==> src/hdl/sfir_pkg.sv <==
// Shared types and constants for the stereo FIR filter unit.
// Used by sfir_front, sfir_back and stereo_fir_filter_unit; no dependencies.
package sfir_pkg;

  localparam int unsigned MaxTapsDefault = 256;
  localparam int unsigned SmpW           = 16;  // sample and coefficient width
  localparam int unsigned TapsW          = 9;   // tap count register width
  localparam int unsigned IdxInW         = 8;   // coefficient index field width

  typedef enum logic {
    OP_FILTER = 1'b0,
    OP_LOAD   = 1'b1
  } op_e;

  // One queued command: a coefficient pair for a load, a stereo sample otherwise
  typedef struct packed {
    op_e                     op;
    logic [IdxInW-1:0]       idx;
    logic signed [SmpW-1:0]  left;
    logic signed [SmpW-1:0]  right;
  } cmd_t;

  typedef struct packed {
    logic idle;
    logic finishing;
  } bk_stat_t;

endpackage

==> src/hdl/sfir_front.sv <==
// Front end of the stereo FIR filter: accepts input beats, classifies them
// and holds them in a two-entry command queue. Depends on sfir_pkg.
module sfir_front #(
  parameter int unsigned MAX_TAPS = sfir_pkg::MaxTapsDefault
) (
  input  logic                               clk_i,
  input  logic                               rst_ni,
  input  logic                               in_valid_i,
  output logic                               in_stall_o,
  input  logic                               operation_i,
  input  logic [sfir_pkg::IdxInW-1:0]        coef_index_i,
  input  logic signed [sfir_pkg::SmpW-1:0]   left_coef_i,
  input  logic signed [sfir_pkg::SmpW-1:0]   right_coef_i,
  input  logic signed [sfir_pkg::SmpW-1:0]   left_sample_i,
  input  logic signed [sfir_pkg::SmpW-1:0]   right_sample_i,
  output logic                               q_valid_o,
  output sfir_pkg::cmd_t                     q_cmd_o,
  input  logic                               q_pop_i
);
  import sfir_pkg::*;

  cmd_t       cmd;
  logic       keep;
  logic       accept;
  logic       push;
  cmd_t       slot_q [2];
  logic       wr_ptr_q;
  logic       rd_ptr_q;
  logic [1:0] count_q;

  assign in_stall_o = (count_q == 2'd2);
  assign accept     = in_valid_i && !in_stall_o;
  assign push       = accept && keep;

  always_comb begin
    cmd.op  = op_e'(operation_i);
    cmd.idx = coef_index_i;
    if (cmd.op == OP_LOAD) begin
      cmd.left  = left_coef_i;
      cmd.right = right_coef_i;
    end else begin
      cmd.left  = left_sample_i;
      cmd.right = right_sample_i;
    end
    // loads past the table end are taken and dropped
    keep = (cmd.op == OP_FILTER) || (32'(coef_index_i) < MAX_TAPS);
  end

  always_ff @(posedge clk_i) begin
    if (push) begin
      slot_q[wr_ptr_q] <= cmd;
    end
  end

  always_ff @(posedge clk_i or negedge rst_ni) begin
    if (!rst_ni) begin
      wr_ptr_q <= 1'b0;
      rd_ptr_q <= 1'b0;
      count_q  <= 2'd0;
    end else begin
      if (push) begin
        wr_ptr_q <= !wr_ptr_q;
      end
      if (q_pop_i) begin
        rd_ptr_q <= !rd_ptr_q;
      end
      case ({push, q_pop_i})
        2'b10:   count_q <= count_q + 2'd1;
        2'b01:   count_q <= count_q - 2'd1;
        default: count_q <= count_q;
      endcase
    end
  end

  assign q_valid_o = (count_q != 2'd0);
  assign q_cmd_o   = slot_q[rd_ptr_q];

endmodule

==> config.mk <==
export PLATFORM = sky130hd
export DESIGN_NAME = sfir_front
export DESIGN_NICKNAME = d
export VERILOG_FILES = /design/src/hdl/sfir_pkg.sv /design/src/hdl/sfir_front.sv
export SDC_FILE = /design/constraint.sdc
export NUM_CORES = 1
export LEC_CHECK = 0
export BUFFER_PORTS_ARGS = -buffer_cell sky130_fd_sc_hd__buf_2
export CAP_MARGIN = 10
export CORE_AREA = 5 5 98 100
export DETAILED_ROUTE_END_ITERATION = 10
export DIE_AREA = 0 0 103 105
export PLACE_DENSITY = 0.75
export SYNTH_ARGS = -nofsm -noshare
export SYNTH_HDL_FRONTEND = slang
export SYNTH_SLANG_ARGS = --single-unit
export TNS_END_PERCENT = 10
==> constraint.sdc <==
create_clock -name clk_i -period 2.5 [get_ports clk_i]
set_input_delay 0.125 -clock clk_i [delete_from_list [all_inputs] [get_ports clk_i]]
set_output_delay 0.125 -clock clk_i [all_outputs]
set_load 0.05 [all_outputs]
== After elaboration in Yosys (flattened, before gate mapping) ==
Memory sizes are Yosys's and may differ from the RTL's.
Cells that the tools add are included.
Storage, ports and cells
  register bits after elaboration: 4
  memory bits (writable): 82
  bits of input ports: 77
  output and inout port bits: 43
  logic and storage cells: 19
  memories: 1
Memories
  slot_q: depth 2, width 41, read ports 1, clocked after Yosys merged registers in 0, write ports 1, RTL line sfir_front.sv:26  | cmd_t slot_q [2];
Operators by class
  add/sub/neg operators: 2
  equality and inequality tests: 3
  muxes and demuxes: 4
  reduce and logical (&&, ||, !) cells: 6
Operators with widths (number)
  $mux 32: 1
  $eq 2x2->1 const B: 2
  $pmux 2 s2: 1
  $reduce_bool 2->1: 2
  $logic_not 1->1: 3
  $add 2x1->2 const B: 1
  $eq 2x1->1 const B: 1
  $mux 1: 2
  $sub 2x1->2 const B: 1
  $logic_and 1x1->1: 1

== Depth between registers and ports, before layout ==
Gate-level depths: netlist (run 1).
  depth after elaboration: 5
  gate-level depth with buffers: 6
  mapped depth without buffers: 6

== Worst setup path before layout (run 1) ==
OpenSTA, ideal clock, no wires.
  path kind: flip-flop to flip-flop
  start point: register count_q[0]
  end point: memory slot_q[0][0] (netlist name) (enable)
  library setup time: 439 ps
  arrival: 2355 ps
  data required time: 2061 ps
  path slack: -294 ps
  cell stages (with the launch flop): 4
  buffers on the path: 0
  period minus slack after synthesis: 2794 ps
  cells stage by stage: dfrtp_1 nand2b_1 nand2_1 nor2_1
On the way
  cells in the longest elaborated chain, start to end: 5
RTL lines
  from (decl): RTL line sfir_front.sv:29  | logic [1:0] count_q;
  from (signal assigned): RTL line sfir_front.sv:68  | 2'b10: count_q <= count_q + 2'd1;
  from (signal assigned): RTL line sfir_front.sv:69  | 2'b01: count_q <= count_q - 2'd1;
  from (signal assigned): RTL line sfir_front.sv:70  | default: count_q <= count_q;
  $eq 2x2->1: RTL line sfir_front.sv:31  | assign in_stall_o = (count_q == 2'd2);
  $logic_not 1->1: RTL line sfir_front.sv:32  | assign accept = in_valid_i && !in_stall_o;
  $logic_and 1x1->1: RTL line sfir_front.sv:32
  $mux 1: RTL line sfir_front.sv:50  | if (push) begin
  $mux 1 (implied by the code): RTL line sfir_front.sv:51  | slot_q[wr_ptr_q] <= cmd;
  to (decl): RTL line sfir_front.sv:26
No other way between the ends.

==> qor.tcl, run 1 <==
set qor(r2r_cells) 4
set qor(worst_setup_path_start_kind) {flip-flop}
set qor(synth_nets) 259
set qor(worstHoldPathCells) 2
set qor(cp_data_required_time_ns) 2.38
set qor(setup_ws_ns) 0.688
set qor(count_of_buffers_inserted_at_the_top_level_ports) 119
set qor(leakagePower_nw) 2.06
set qor(synth-edff-count) 82
set qor(grtUsageTotal_pct) 12.4
set qor(grt_max_degree) 42
set qor(cts_tree) {done}
set qor(tritoncts.num_buffers) 9
set qor(slew_at_the_pin_with_the_worst_max_slew_slack_ns) 0.534
set qor(vias_per_cell) 4.61
set qor(syn2layout_area_growth_pct) 23.7
set qor(synth_sequential_area_ratio_pct) 66.2
set qor(overflow) 0
set qor(reg2reg_setup_slack_ns) 0.80
set qor(async_reset_ff_share_pct) 4.65
set qor(synth_top_area_share_pct) 63.6
set qor(critical_path_class) {reg2out}
set qor(coreArea_um2) 8590
set qor(startpoint_of_the_most_critical_register_to_register_path) {count_q[0]$_DFFE_PN0P_}
set qor(synthesis.area_per_instance_um2) 21.4
set qor(floorplan.initialDensity_pct) 45.0
set qor(synth.cell_area_um2) 3870
set qor(detail_route.drc_violations) 0
set qor(routed_length_per_instance_um) 15.0
set qor(report.final.setup_viol) 0
set qor(timing.setup.tns_ns) 0
set qor(ys_types) 15
set qor(drv.max_cap_violation_count) 0
set qor(fin_crit_sh_pct) 72.5
set qor(dp_hpwl_um) 4680
set qor(drive_gt1_share_pct) 66.3
set qor(r2r-end) {slot_q[0][3]$_DFFE_PP_}
set qor(dieArea_um2) 10800
set qor(clock_skew_ns) 0.00561
set qor(ys_dominant_reg_cell) {edfxtp_1}
set qor(wire_length_on_met2_um) 3360
set qor(ys_top_cells_by_area) {edfxtp_1 64%, mux2_4 27%, dfrtp_1 2.6%}
set qor(holdPathEnd) {slot_q[0][4]$_DFFE_PP_}
set qor(worst_skew_pair.late_latency_ns) 0.35
set qor(rsz_0062_raised_after_global_routing) {no}
set qor(gp_routability_congestion) 0.705
set qor(wl_met1_um) 2500
set qor(initialDrtViolationCount) 41
set qor(htree_num_levels) 3
set qor(startpoint_of_the_worst_hold_path) {right_coef_i[4]}
set qor(postSynthCellCount) 181
set qor(synth_common_cells) {82 x edfxtp_1, 69 x mux2_4, 5 x buf_6}
set qor(grt_antenna_before_repair) 0
set qor(fp.dieW_um) 103
set qor(via_count) 1986
set qor(postSynthRegisterBits) 86
set qor(finalMaxSlewViolations) 0
set qor(maxClockFrequency_ghz) 0.552
set qor(grt_first_pass_wirelength_um) 10000
set qor(timing.hold.worst.class) {in2reg}
set qor(antenna_violating_nets_post_route) 0
set qor(insertedDiodeCount) 0
set qor(clock_path_buffers) 2
set qor(power.ir.vdd_worst_uv) 489
set qor(cp-end-kind) {output port}
set qor(critical_path_peak_fanout) 24
set qor(highest-signal-layer) {met4}
set qor(met3WireLength_um) 496
set qor(first_pass_iteration_count_of_the_detailed_router) 4
set qor(yosysWarnings) 0
set qor(number_of_setup_buffers_added_after_cts) 0
set qor(synth_most_common_cell) {edfxtp_1}
set qor(clkSinkCount) 86
set qor(final_nets) 396
set qor(cellPowerDensity_nw_per_um2) 1160
set qor(post-synth-top-area-cell) {edfxtp_1}
set qor(minimum_clock_period_after_layout_ns) 1.81
set qor(hold_viol_final) 0
set qor(floorplan.die.height_um) 105
set qor(arrival_ns) 1.69
set qor(relSlewSlack_pct) 64.4
set qor(rows) 34
set qor(outcome) {finished, final reports clean}
set qor(vias_in_the_first_global_route) 2112
set qor(io_count) 120
set qor(routed_wl_um) 6470
set qor(fillerInstances) 702
set qor(root_buffer) {clkbuf_8}
set qor(cts.reportedPaths.clkPinSlew_ns) 0.08
set qor(preCtsSetupSlack_ns) 0.801
## metrics by stage
step                utilization (%)  instances  power (W)  hold slack [ns]  area [µm²]
floorplan                         -        181    0.00444           -0.171        3870
global placement               52.7        405    0.00480          -0.0648        4530
detailed placement             52.7        405    0.00484          -0.0598        4530
CTS                            55.7        431    0.00563           0.0687        4790
global route                   55.7        431    0.00582           0.0590        4790
finish                         55.7        431    0.00556           0.0844        4790
## critical path, cell delays in order, from the launching register on
cell and delay [ns]:
dfrtp_2 0.36, buf_4 0.38, mux2_2 0.39, buf_2 0.21
## where the power goes
part / switching (W) / internal, W / leakage, nW
sequential: 0.0000972 / 0.00199 / 0.807
combinational: 0.00178 / 0.000913 / 1.17
clock: 0.000431 / 0.000347 / 0.0786
## worst max-delay path by stage
stage,startpoint,to,slack (ns)
after floorplan,count_q[0]$_DFFE_PN0P_,slot_q[0][0]$_DFFE_PP_,0.38
after global routing,rd_ptr_q$_DFFE_PN0P_,q_cmd_o[36],0.59
final,rd_ptr_q$_DFFE_PN0P_,q_cmd_o[36],0.69
after detailed placement,count_q[0]$_DFFE_PN0P_,slot_q[1][37]$_DFFE_PP_,0.80
after global placement,count_q[0]$_DFFE_PN0P_,slot_q[1][35]$_DFFE_PP_,0.90
after CTS,rd_ptr_q$_DFFE_PN0P_,q_cmd_o[36],0.64
## cell usage in the layout (no fill, tap or decap)
master	count
mux2_2	4
clkinv_1	3
xnor2_1	3
or2_2	1
buf_2	119
dfrtp_2	1
dlygate4sd3_1	10
edfxtp_1	82
and3_2	1
clkbuf_8	9
nor2_4	1
nand2b_1	1
nand2_1	1
inv_1	1
nor2_1	1
buf_12	1
xor2_1	2
mux2_4	69
clkinv_2	2
clkbuf_1	1
dfrtp_1	3
ha_1	1
clkinvlp_4	1
buf_4	5
## final cells by class
| class | count | area (µm²) | share of cell area (%) |
|---|---|---|---|
| Tap cell | 108 | 135 | 2.82 |
| Inverter | 1 | 3.75 | 0.0784 |
| Multi-Input combinational cell | 85 | 1180 | 24.6 |
| Timing Repair Buffer | 135 | 753 | 15.7 |
| Clock inverter | 6 | 28.8 | 0.601 |
| Clock buffer | 10 | 128 | 2.67 |
| Sequential cell | 86 | 2560 | 53.5 |
## metal layers
metal / global-route usage [%] / up-vias
li1: - / 972
met1: 14.2 / 929
met2: 21.0 / 76
met3: 4.00 / 9
met4: 5.55 / 0
met5: 0 / -
## sequential cells by signal (all words and copies together) (netlist names)
| register | count |
|---|---|
| count_q | 2 |
| rd_ptr_q | 1 |
| wr_ptr_q | 1 |
| slot_q | 82 |
## kinds of logic (layout without fill, tap and decap cells)
group         Yosys count  count (layout)  synth area share (%)
flops                  86              86                  66.2
mux                    73              73                  27.9
buf+inv                10             152                  3.62
simple gates            6               6                 0.776
xor+xnor                5               5                  1.13
fa+ha+maj               1               1                 0.323
## repair_timing
item,CTS,global route
endpoints found under the hold margin,21,0
hold buffers,10,0
resized for setup,0,0
endpoints found under the setup margin,0,0
(Power assumes the default switching activity.)
==> run 2: changes to the inputs <==
--- a/config.mk
+++ b/config.mk
@@ -7,10 +7,10 @@
 export LEC_CHECK = 0
 export BUFFER_PORTS_ARGS = -buffer_cell sky130_fd_sc_hd__buf_2
 export CAP_MARGIN = 10
-export CORE_AREA = 5 5 98 100
+export CORE_AREA = 5 5 94 96
 export DETAILED_ROUTE_END_ITERATION = 10
-export DIE_AREA = 0 0 103 105
-export PLACE_DENSITY = 0.75
+export DIE_AREA = 0 0 99 101
+export PLACE_DENSITY = 0.77
 export SYNTH_ARGS = -nofsm -noshare
 export SYNTH_HDL_FRONTEND = slang
 export SYNTH_SLANG_ARGS = --single-unit
==> constraint.sdc (replaced) <==
create_clock -name clk_i -period 1.89 [get_ports clk_i]
set_input_delay 0.0945 -clock clk_i [delete_from_list [all_inputs] [get_ports clk_i]]
set_output_delay 0.0945 -clock clk_i [all_outputs]
set_load 0.05 [all_outputs]
==> qor.tcl, run 2 (synthesis results as in run 1) <==
set qor(hold_ws_ns) 0.0575 ;# -0.0269 ns
set qor(rows) 33 ;# -2.9%
set qor(vias_in_the_first_global_route) 2195 ;# +3.9%
set qor(antenna_violating_nets_post_route) 0 ;# unchanged
set qor(layout_common_cells) {119 x buf_2, 82 x edfxtp_1, 69 x mux2_4}
set qor(cts_tree) {done}
set qor(overflow) 0 ;# unchanged
set qor(number_of_setup_buffers_added_after_cts) 0 ;# unchanged
set qor(layout_top_registers) {slot_q: 82 flops, count_q: 2 flops}
set qor(worst_skew_pair.late_latency_ns) 0.34 ;# about the same
set qor(power.ir.vdd_worst_uv) 743 ;# +52%
set qor(drv.max_cap_violation_count) 0 ;# unchanged
set qor(clkSinkCount) 86 ;# unchanged
set qor(clock_skew_ns) 0.00823 ;# +0.00262 ns
set qor(initialDrtViolationCount) 21 ;# -49%
set qor(largest-register) {slot_q}
set qor(maxClockFrequency_ghz) 0.589
set qor(via_count) 2026 ;# +2.0%
set qor(critical_path_peak_fanout) 42 ;# +75%
set qor(postLayoutCoreUtil_pct) 60.8 ;# +5.1 points
set qor(routed_wl_um) 6400 ;# -1.1%
set qor(first_pass_iteration_count_of_the_detailed_router) 4 ;# unchanged
set qor(path_delay_family) {buffers and inverters}
set qor(grt_max_degree) 43 ;# +2.4%
set qor(dp_hpwl_um) 4340 ;# -7.3%
set qor(grt_first_pass_wirelength_um) 10300 ;# +2.8%
set qor(layout.cells.most_common) {buf_2}
set qor(leakagePower_nw) 2.08 ;# +1.0%
set qor(grtUsageTotal_pct) 13.4 ;# +0.93 points
set qor(post_cts_resize_count) 0 ;# unchanged
set qor(floorplan.initialDensity_pct) 48.6 ;# +3.5 points
set qor(hold_viol_final) 0 ;# unchanged
set qor(routed_length_per_instance_um) 15.0 ;# +0.11%
set qor(cellPowerDensity_nw_per_um2) 1570 ;# +35%
set qor(syn2layout_area_growth_pct) 25.2
set qor(vias_per_cell) 4.76 ;# +3.2%
set qor(dieArea_um2) 10000 ;# -7.5%
set qor(gp_routability_congestion) 0.643 ;# -8.8%
set qor(floorplan.die.height_um) 101 ;# -3.8%
set qor(count_of_buffers_inserted_at_the_top_level_ports) 119 ;# unchanged
set qor(critical-path-slowest-cell) {dfrtp_2}
set qor(slew_at_the_pin_with_the_worst_max_slew_slack_ns) 0.315 ;# -0.218 ns
set qor(cp_data_required_time_ns) 1.80 ;# -0.58 ns
set qor(largest_reg_flops) 82 ;# unchanged
set qor(io_count) 120 ;# unchanged
set qor(buf_inv_on_cp) 2 ;# unchanged
set qor(report.final.setup_viol) 0 ;# unchanged
set qor(minimum_clock_period_after_layout_ns) 1.70
set qor(coreArea_um2) 7970 ;# -7.3%
set qor(relSlewSlack_pct) 79.0 ;# +15 points
set qor(htree_num_levels) 3 ;# unchanged
set qor(critical_path.cell_chain) {buf_12 -> mux2_2 -> buf_2}
set qor(critical_path_class) {reg2out}
set qor(outcome) {finished, final reports clean}
set qor(rsz_0062_raised_after_global_routing) {no}
set qor(detail_route.drc_violations) 0 ;# unchanged
set qor(timing.hold.worst.class) {in2reg}
set qor(fp.dieW_um) 99 ;# -3.9%
set qor(worst_setup_path_start_kind) {flip-flop}
set qor(final_nets) 394 ;# -0.51%
set qor(insertedDiodeCount) 0 ;# unchanged
set qor(timing.setup.tns_ns) 0 ;# unchanged
set qor(finalMaxSlewViolations) 0 ;# unchanged
set qor(critPathMaxStageDelay_ns) 0.37 ;# -0.02 ns
set qor(drive_gt1_share_pct) 66.7 ;# +0.41 points
set qor(root_buffer) {clkbuf_8}
set qor(clock_path_buffers) 2 ;# unchanged
set qor(cts.reportedPaths.clkPinSlew_ns) 0.08 ;# about the same
set qor(tritoncts.num_buffers) 9 ;# unchanged
set qor(grt_antenna_before_repair) 0 ;# unchanged
set qor(arrival_ns) 1.60 ;# -0.09 ns
set qor(fin_crit_sh_pct) 89.8
set qor(cp-end-kind) {output port}
==> run 2: cell types whose count changed in the layout (fill, tap and decap cells not counted), sizes merged <==
cell / change
bufinv: +1
clkbuf: +2
buf: -2
clkinv: -3
==> run 2: metal layers <==
layer	track usage (%)	share of wire, %	up-vias
met5	0	0	-
met4	5.88	1.7	0
met3	4.15	9.0	11
met2	23.1	51	84
met1	15.3	38	963
li1	-	-	968
==> run 2: report_power, final <==
| part | leakage (nW) | internal [W] | switching (W) |
|---|---|---|---|
| Combinational | 1.18 | 0.00125 | 0.00236 |
| Clock | 0.0964 | 0.000644 | 0.000586 |
| Sequential | 0.807 | 0.00263 | 0.000132 |
| Total | 2.08 | 0.00451 | 0.00308 |
==> run 2: stage by stage <==
step / setup slack, ns / cells / power, W / instance area (µm²)
2_1_floorplan: -0.0814 / 181 / 0.00587 / 3880
3_3_place_gp: 0.533 / 400 / 0.00639 / 4550
3_5_place_dp: 0.456 / 400 / 0.00644 / 4550
4_1_cts: 0.163 / 426 / 0.00769 / 4840
5_1_grt: 0.111 / 426 / 0.00794 / 4840
6_report: 0.192 / 426 / 0.00759 / 4840
==> run 2: worst paths after layout <==
check / startpoint / end / slack [ns] / cells past startpoint
min: left_coef_i[10] / slot_q[1][26]$_DFFE_PP_ / 0.06 / 2
min reg2reg: count_q[1]$_DFFE_PN0P_ / count_q[1]$_DFFE_PN0P_ / 0.50 / 1
min in group asynchronous: rst_ni / count_q[1]$_DFFE_PN0P_ / 0.09 / 2
max: rd_ptr_q$_DFFE_PN0P_ / q_cmd_o[31] / 0.19 / 3
max reg2reg: count_q[0]$_DFFE_PN0P_ / count_q[1]$_DFFE_PN0P_ / 0.44 / 5
max in group asynchronous: rst_ni / rd_ptr_q$_DFFE_PN0P_ / 1.66 / 2
==> run 2: area by class of cell <==
class                   instances  area, µm²
clock buffers                  12        145
clock inverters                 4       47.5
fillers                       606       3130
inverters                       1       3.75
multi-input cells              85       1180
flip-flops and latches         86       2560
well taps                     105        131
repair buffers                133        776
==> run 2: what timing repair did <==
item,4_1_cts,5_1_grt
setup endpoints to repair,0,0
hold endpoints to repair,21,0
hold buffers,10,0
==> run 3: changes to the inputs <==
--- a/config.mk
+++ b/config.mk
@@ -5,7 +5,7 @@
 export SDC_FILE = /design/constraint.sdc
 export NUM_CORES = 1
 export LEC_CHECK = 0
-export BUFFER_PORTS_ARGS = -buffer_cell sky130_fd_sc_hd__buf_2
+export BUFFER_PORTS_ARGS = -buffer_cell sky130_fd_sc_hd__buf_4
 export CAP_MARGIN = 10
 export CORE_AREA = 5 5 94 96
 export DETAILED_ROUTE_END_ITERATION = 10
==> constraint.sdc (replaced) <==
create_clock -name clk_i -period 1.6 [get_ports clk_i]
set_input_delay 0.32 -clock clk_i [delete_from_list [all_inputs] [get_ports clk_i]]
set_output_delay 0.32 -clock clk_i [all_outputs]
set_load 0.05 [all_outputs]
==> qor.tcl, run 3 (synthesis results as in run 1) <==
set qor(syn2layout_area_growth_pct) 37.3
set qor(preCtsSetupSlack_ns) 0.123 ;# -0.333 ns
set qor(outcome) {finished, violations left}
set qor(io_count) 120 ;# unchanged
set qor(layout_common_cells) {82 x edfxtp_1, 77 x buf_4, 71 x mux2_4}
set qor(coreArea_um2) 7970 ;# unchanged
set qor(antenna_violating_nets_post_route) 0 ;# unchanged
set qor(routed_length_per_instance_um) 15.7 ;# +4.4%
set qor(grtUsageTotal_pct) 13.2 ;# -0.13 points
set qor(dp_hpwl_um) 4700 ;# +8.3%
set qor(clkSinkCount) 86 ;# unchanged
set qor(cts.reportedPaths.clkPinSlew_ns) 0.08 ;# about the same
set qor(timing.hold.worst.class) {in2reg}
set qor(via_count) 2023 ;# -0.15%
set qor(worst_setup_path_start_kind) {flip-flop}
set qor(initialDrtViolationCount) 28 ;# +33%
set qor(maxClockFrequency_ghz) 0.567
set qor(final_nets) 388 ;# -1.5%
set qor(arrival_ns) 1.44 ;# -0.16 ns
set qor(postPlaceCellArea_um2) 4920 ;# +8.2%
set qor(htree_num_levels) 3 ;# unchanged
set qor(met1_usage_pct) 14.1 ;# -1.2 points
set qor(grt_antenna_before_repair) 0 ;# unchanged
set qor(detail_route.drc_violations) 0 ;# unchanged
set qor(count_of_buffers_inserted_at_the_top_level_ports) 119 ;# unchanged
set qor(gp_routability_congestion) 0.668 ;# +4.0%
set qor(largest-register) {slot_q}
set qor(root_buffer) {clkbuf_8}
set qor(clock_path_buffers) 2 ;# unchanged
set qor(fp.dieW_um) 99 ;# unchanged
set qor(dieArea_um2) 10000 ;# unchanged
set qor(layout.cells.most_common) {edfxtp_1}
set qor(fin_crit_sh_pct) 110
set qor(grt_first_pass_wirelength_um) 10100 ;# -1.5%
set qor(cp-end-kind) {output port}
set qor(finalMaxSlewViolations) 0 ;# unchanged
set qor(setup_ws_ns) -0.164 ;# -0.356 ns
set qor(p_total_w) 0.00999 ;# +32%
set qor(leakagePower_nw) 2.26 ;# +8.4%
set qor(overflow) 0 ;# unchanged
set qor(insertedDiodeCount) 0 ;# unchanged
set qor(cellPowerDensity_nw_per_um2) 1880 ;# +20%
set qor(tritoncts.num_buffers) 9 ;# unchanged
set qor(groute.layer.met2.usage_pct) 24.0 ;# +0.88 points
set qor(relSlewSlack_pct) 84.2 ;# +5.3 points
set qor(first_pass_iteration_count_of_the_detailed_router) 3 ;# -1
set qor(post-route-cell-area_um2) 5320 ;# +9.7%
set qor(cts_tree) {done}
set qor(grt_max_degree) 42 ;# -2.3%
set qor(drive_gt1_share_pct) 69.2 ;# +2.5 points
set qor(layout_top_registers) {slot_q: 82 flops, count_q: 2 flops}
set qor(floorplan.die.height_um) 101 ;# unchanged
set qor(critical_path_class) {reg2out}
set qor(drv.max_cap_violation_count) 0 ;# unchanged
set qor(routed_wl_um) 6590 ;# +2.9%
set qor(vias_per_cell) 4.82 ;# +1.3%
set qor(slew_at_the_pin_with_the_worst_max_slew_slack_ns) 0.236 ;# -0.0789 ns
set qor(rows) 33 ;# unchanged
set qor(report.final.setup_viol) 41 ;# +41
set qor(power.ir.vdd_worst_uv) 791 ;# +6.5%
set qor(rsz_0062_raised_after_global_routing) {yes}
set qor(cp_data_required_time_ns) 1.28 ;# -0.52 ns
set qor(vias_in_the_first_global_route) 2161 ;# -1.5%
set qor(floorplan.initialDensity_pct) 48.6 ;# unchanged
set qor(global_route.peak_usage_layer) {met2}
set qor(clock_skew_ns) 0.00438 ;# -0.00384 ns
set qor(global_route.usage.met3_pct) 5.54 ;# +1.4 points
set qor(worst_skew_pair.late_latency_ns) 0.32 ;# -0.02 ns
set qor(failing_checks) {setup timing}
set qor(minimum_clock_period_after_layout_ns) 1.76
set qor(hold_viol_final) 0 ;# unchanged
set qor(largest_reg_flops) 82 ;# unchanged
set qor(critical_path_peak_fanout) 21 ;# -50%
run 3: per-stage QoR:
step | utilization (%) | setup TNS [ns] | std cells | hold slack [ns]
3_5_place_dp | 61.8 | 0 | 403 | 0.119
3_3_place_gp | 61.8 | 0 | 403 | 0.118
5_1_grt | 66.7 | -8.60 | 420 | 0.145
6_report | 66.7 | -6.16 | 420 | 0.176
4_1_cts | 66.5 | -7.22 | 420 | 0.155
2_1_floorplan | - | -1.31 | 181 | 0.0244
run 3: area by class of cell:
| cell class | instances | area, µm² |
|---|---|---|
| Tap cell | 105 | 131 |
| Timing Repair Buffer | 127 | 1210 |
| Sequential cell | 86 | 2560 |
| Clock inverter | 5 | 73.8 |
| Clock buffer | 11 | 131 |
| Multi-Input combinational cell | 85 | 1200 |
| Fill cell | 566 | 2650 |
| Inverter | 1 | 3.75 |
run 3: report_power, final:
group          switching (W)  internal (W)  total, W
clock               0.000667      0.000871   0.00154
sequential          0.000180       0.00310   0.00328
combinational        0.00293       0.00224   0.00517
total                0.00378       0.00621   0.00999
run 3: path summary, 6_finish.rpt:
check                                        from                       to  slack [ns]  depth (start not counted)
setup / recovery             rd_ptr_q$_DFFE_PN0P_              q_cmd_o[18]       -0.16                          3
hold / removal                    coef_index_i[0]  slot_q[1][32]$_DFFE_PP_        0.18                          1
setup reg to reg           count_q[0]$_DFFE_PN0P_  slot_q[1][30]$_DFFE_PP_        0.22                          3
hold reg to reg              wr_ptr_q$_DFFE_PN0P_     wr_ptr_q$_DFFE_PN0P_        0.55                          1
max in group asynchronous                  rst_ni     rd_ptr_q$_DFFE_PN0P_        1.17                          2
min in group asynchronous                  rst_ni   count_q[1]$_DFFE_PN0P_        0.32                          2
run 3: per-layer routing:
layer	up-vias	part of all wire [%]
met5	-	0
met2	78	54
met1	985	36
li1	953	-
met3	7	9.0
met4	0	1.1
run 3: timing repair:
action / CTS / global route
gates resized for setup: 42 / 5
hold endpoints to repair: 4 / 0
setup endpoints to repair: 41 / 42
setup buffers: 0 / 0
pin swaps: 0 / 0
hold buffers: 1 / 0
run 3: critical path: stages, from the launching register on:
cell	delay, ns
dfrtp_2	0.41
buf_12	0.21
mux2_4	0.33
buf_6	0.16
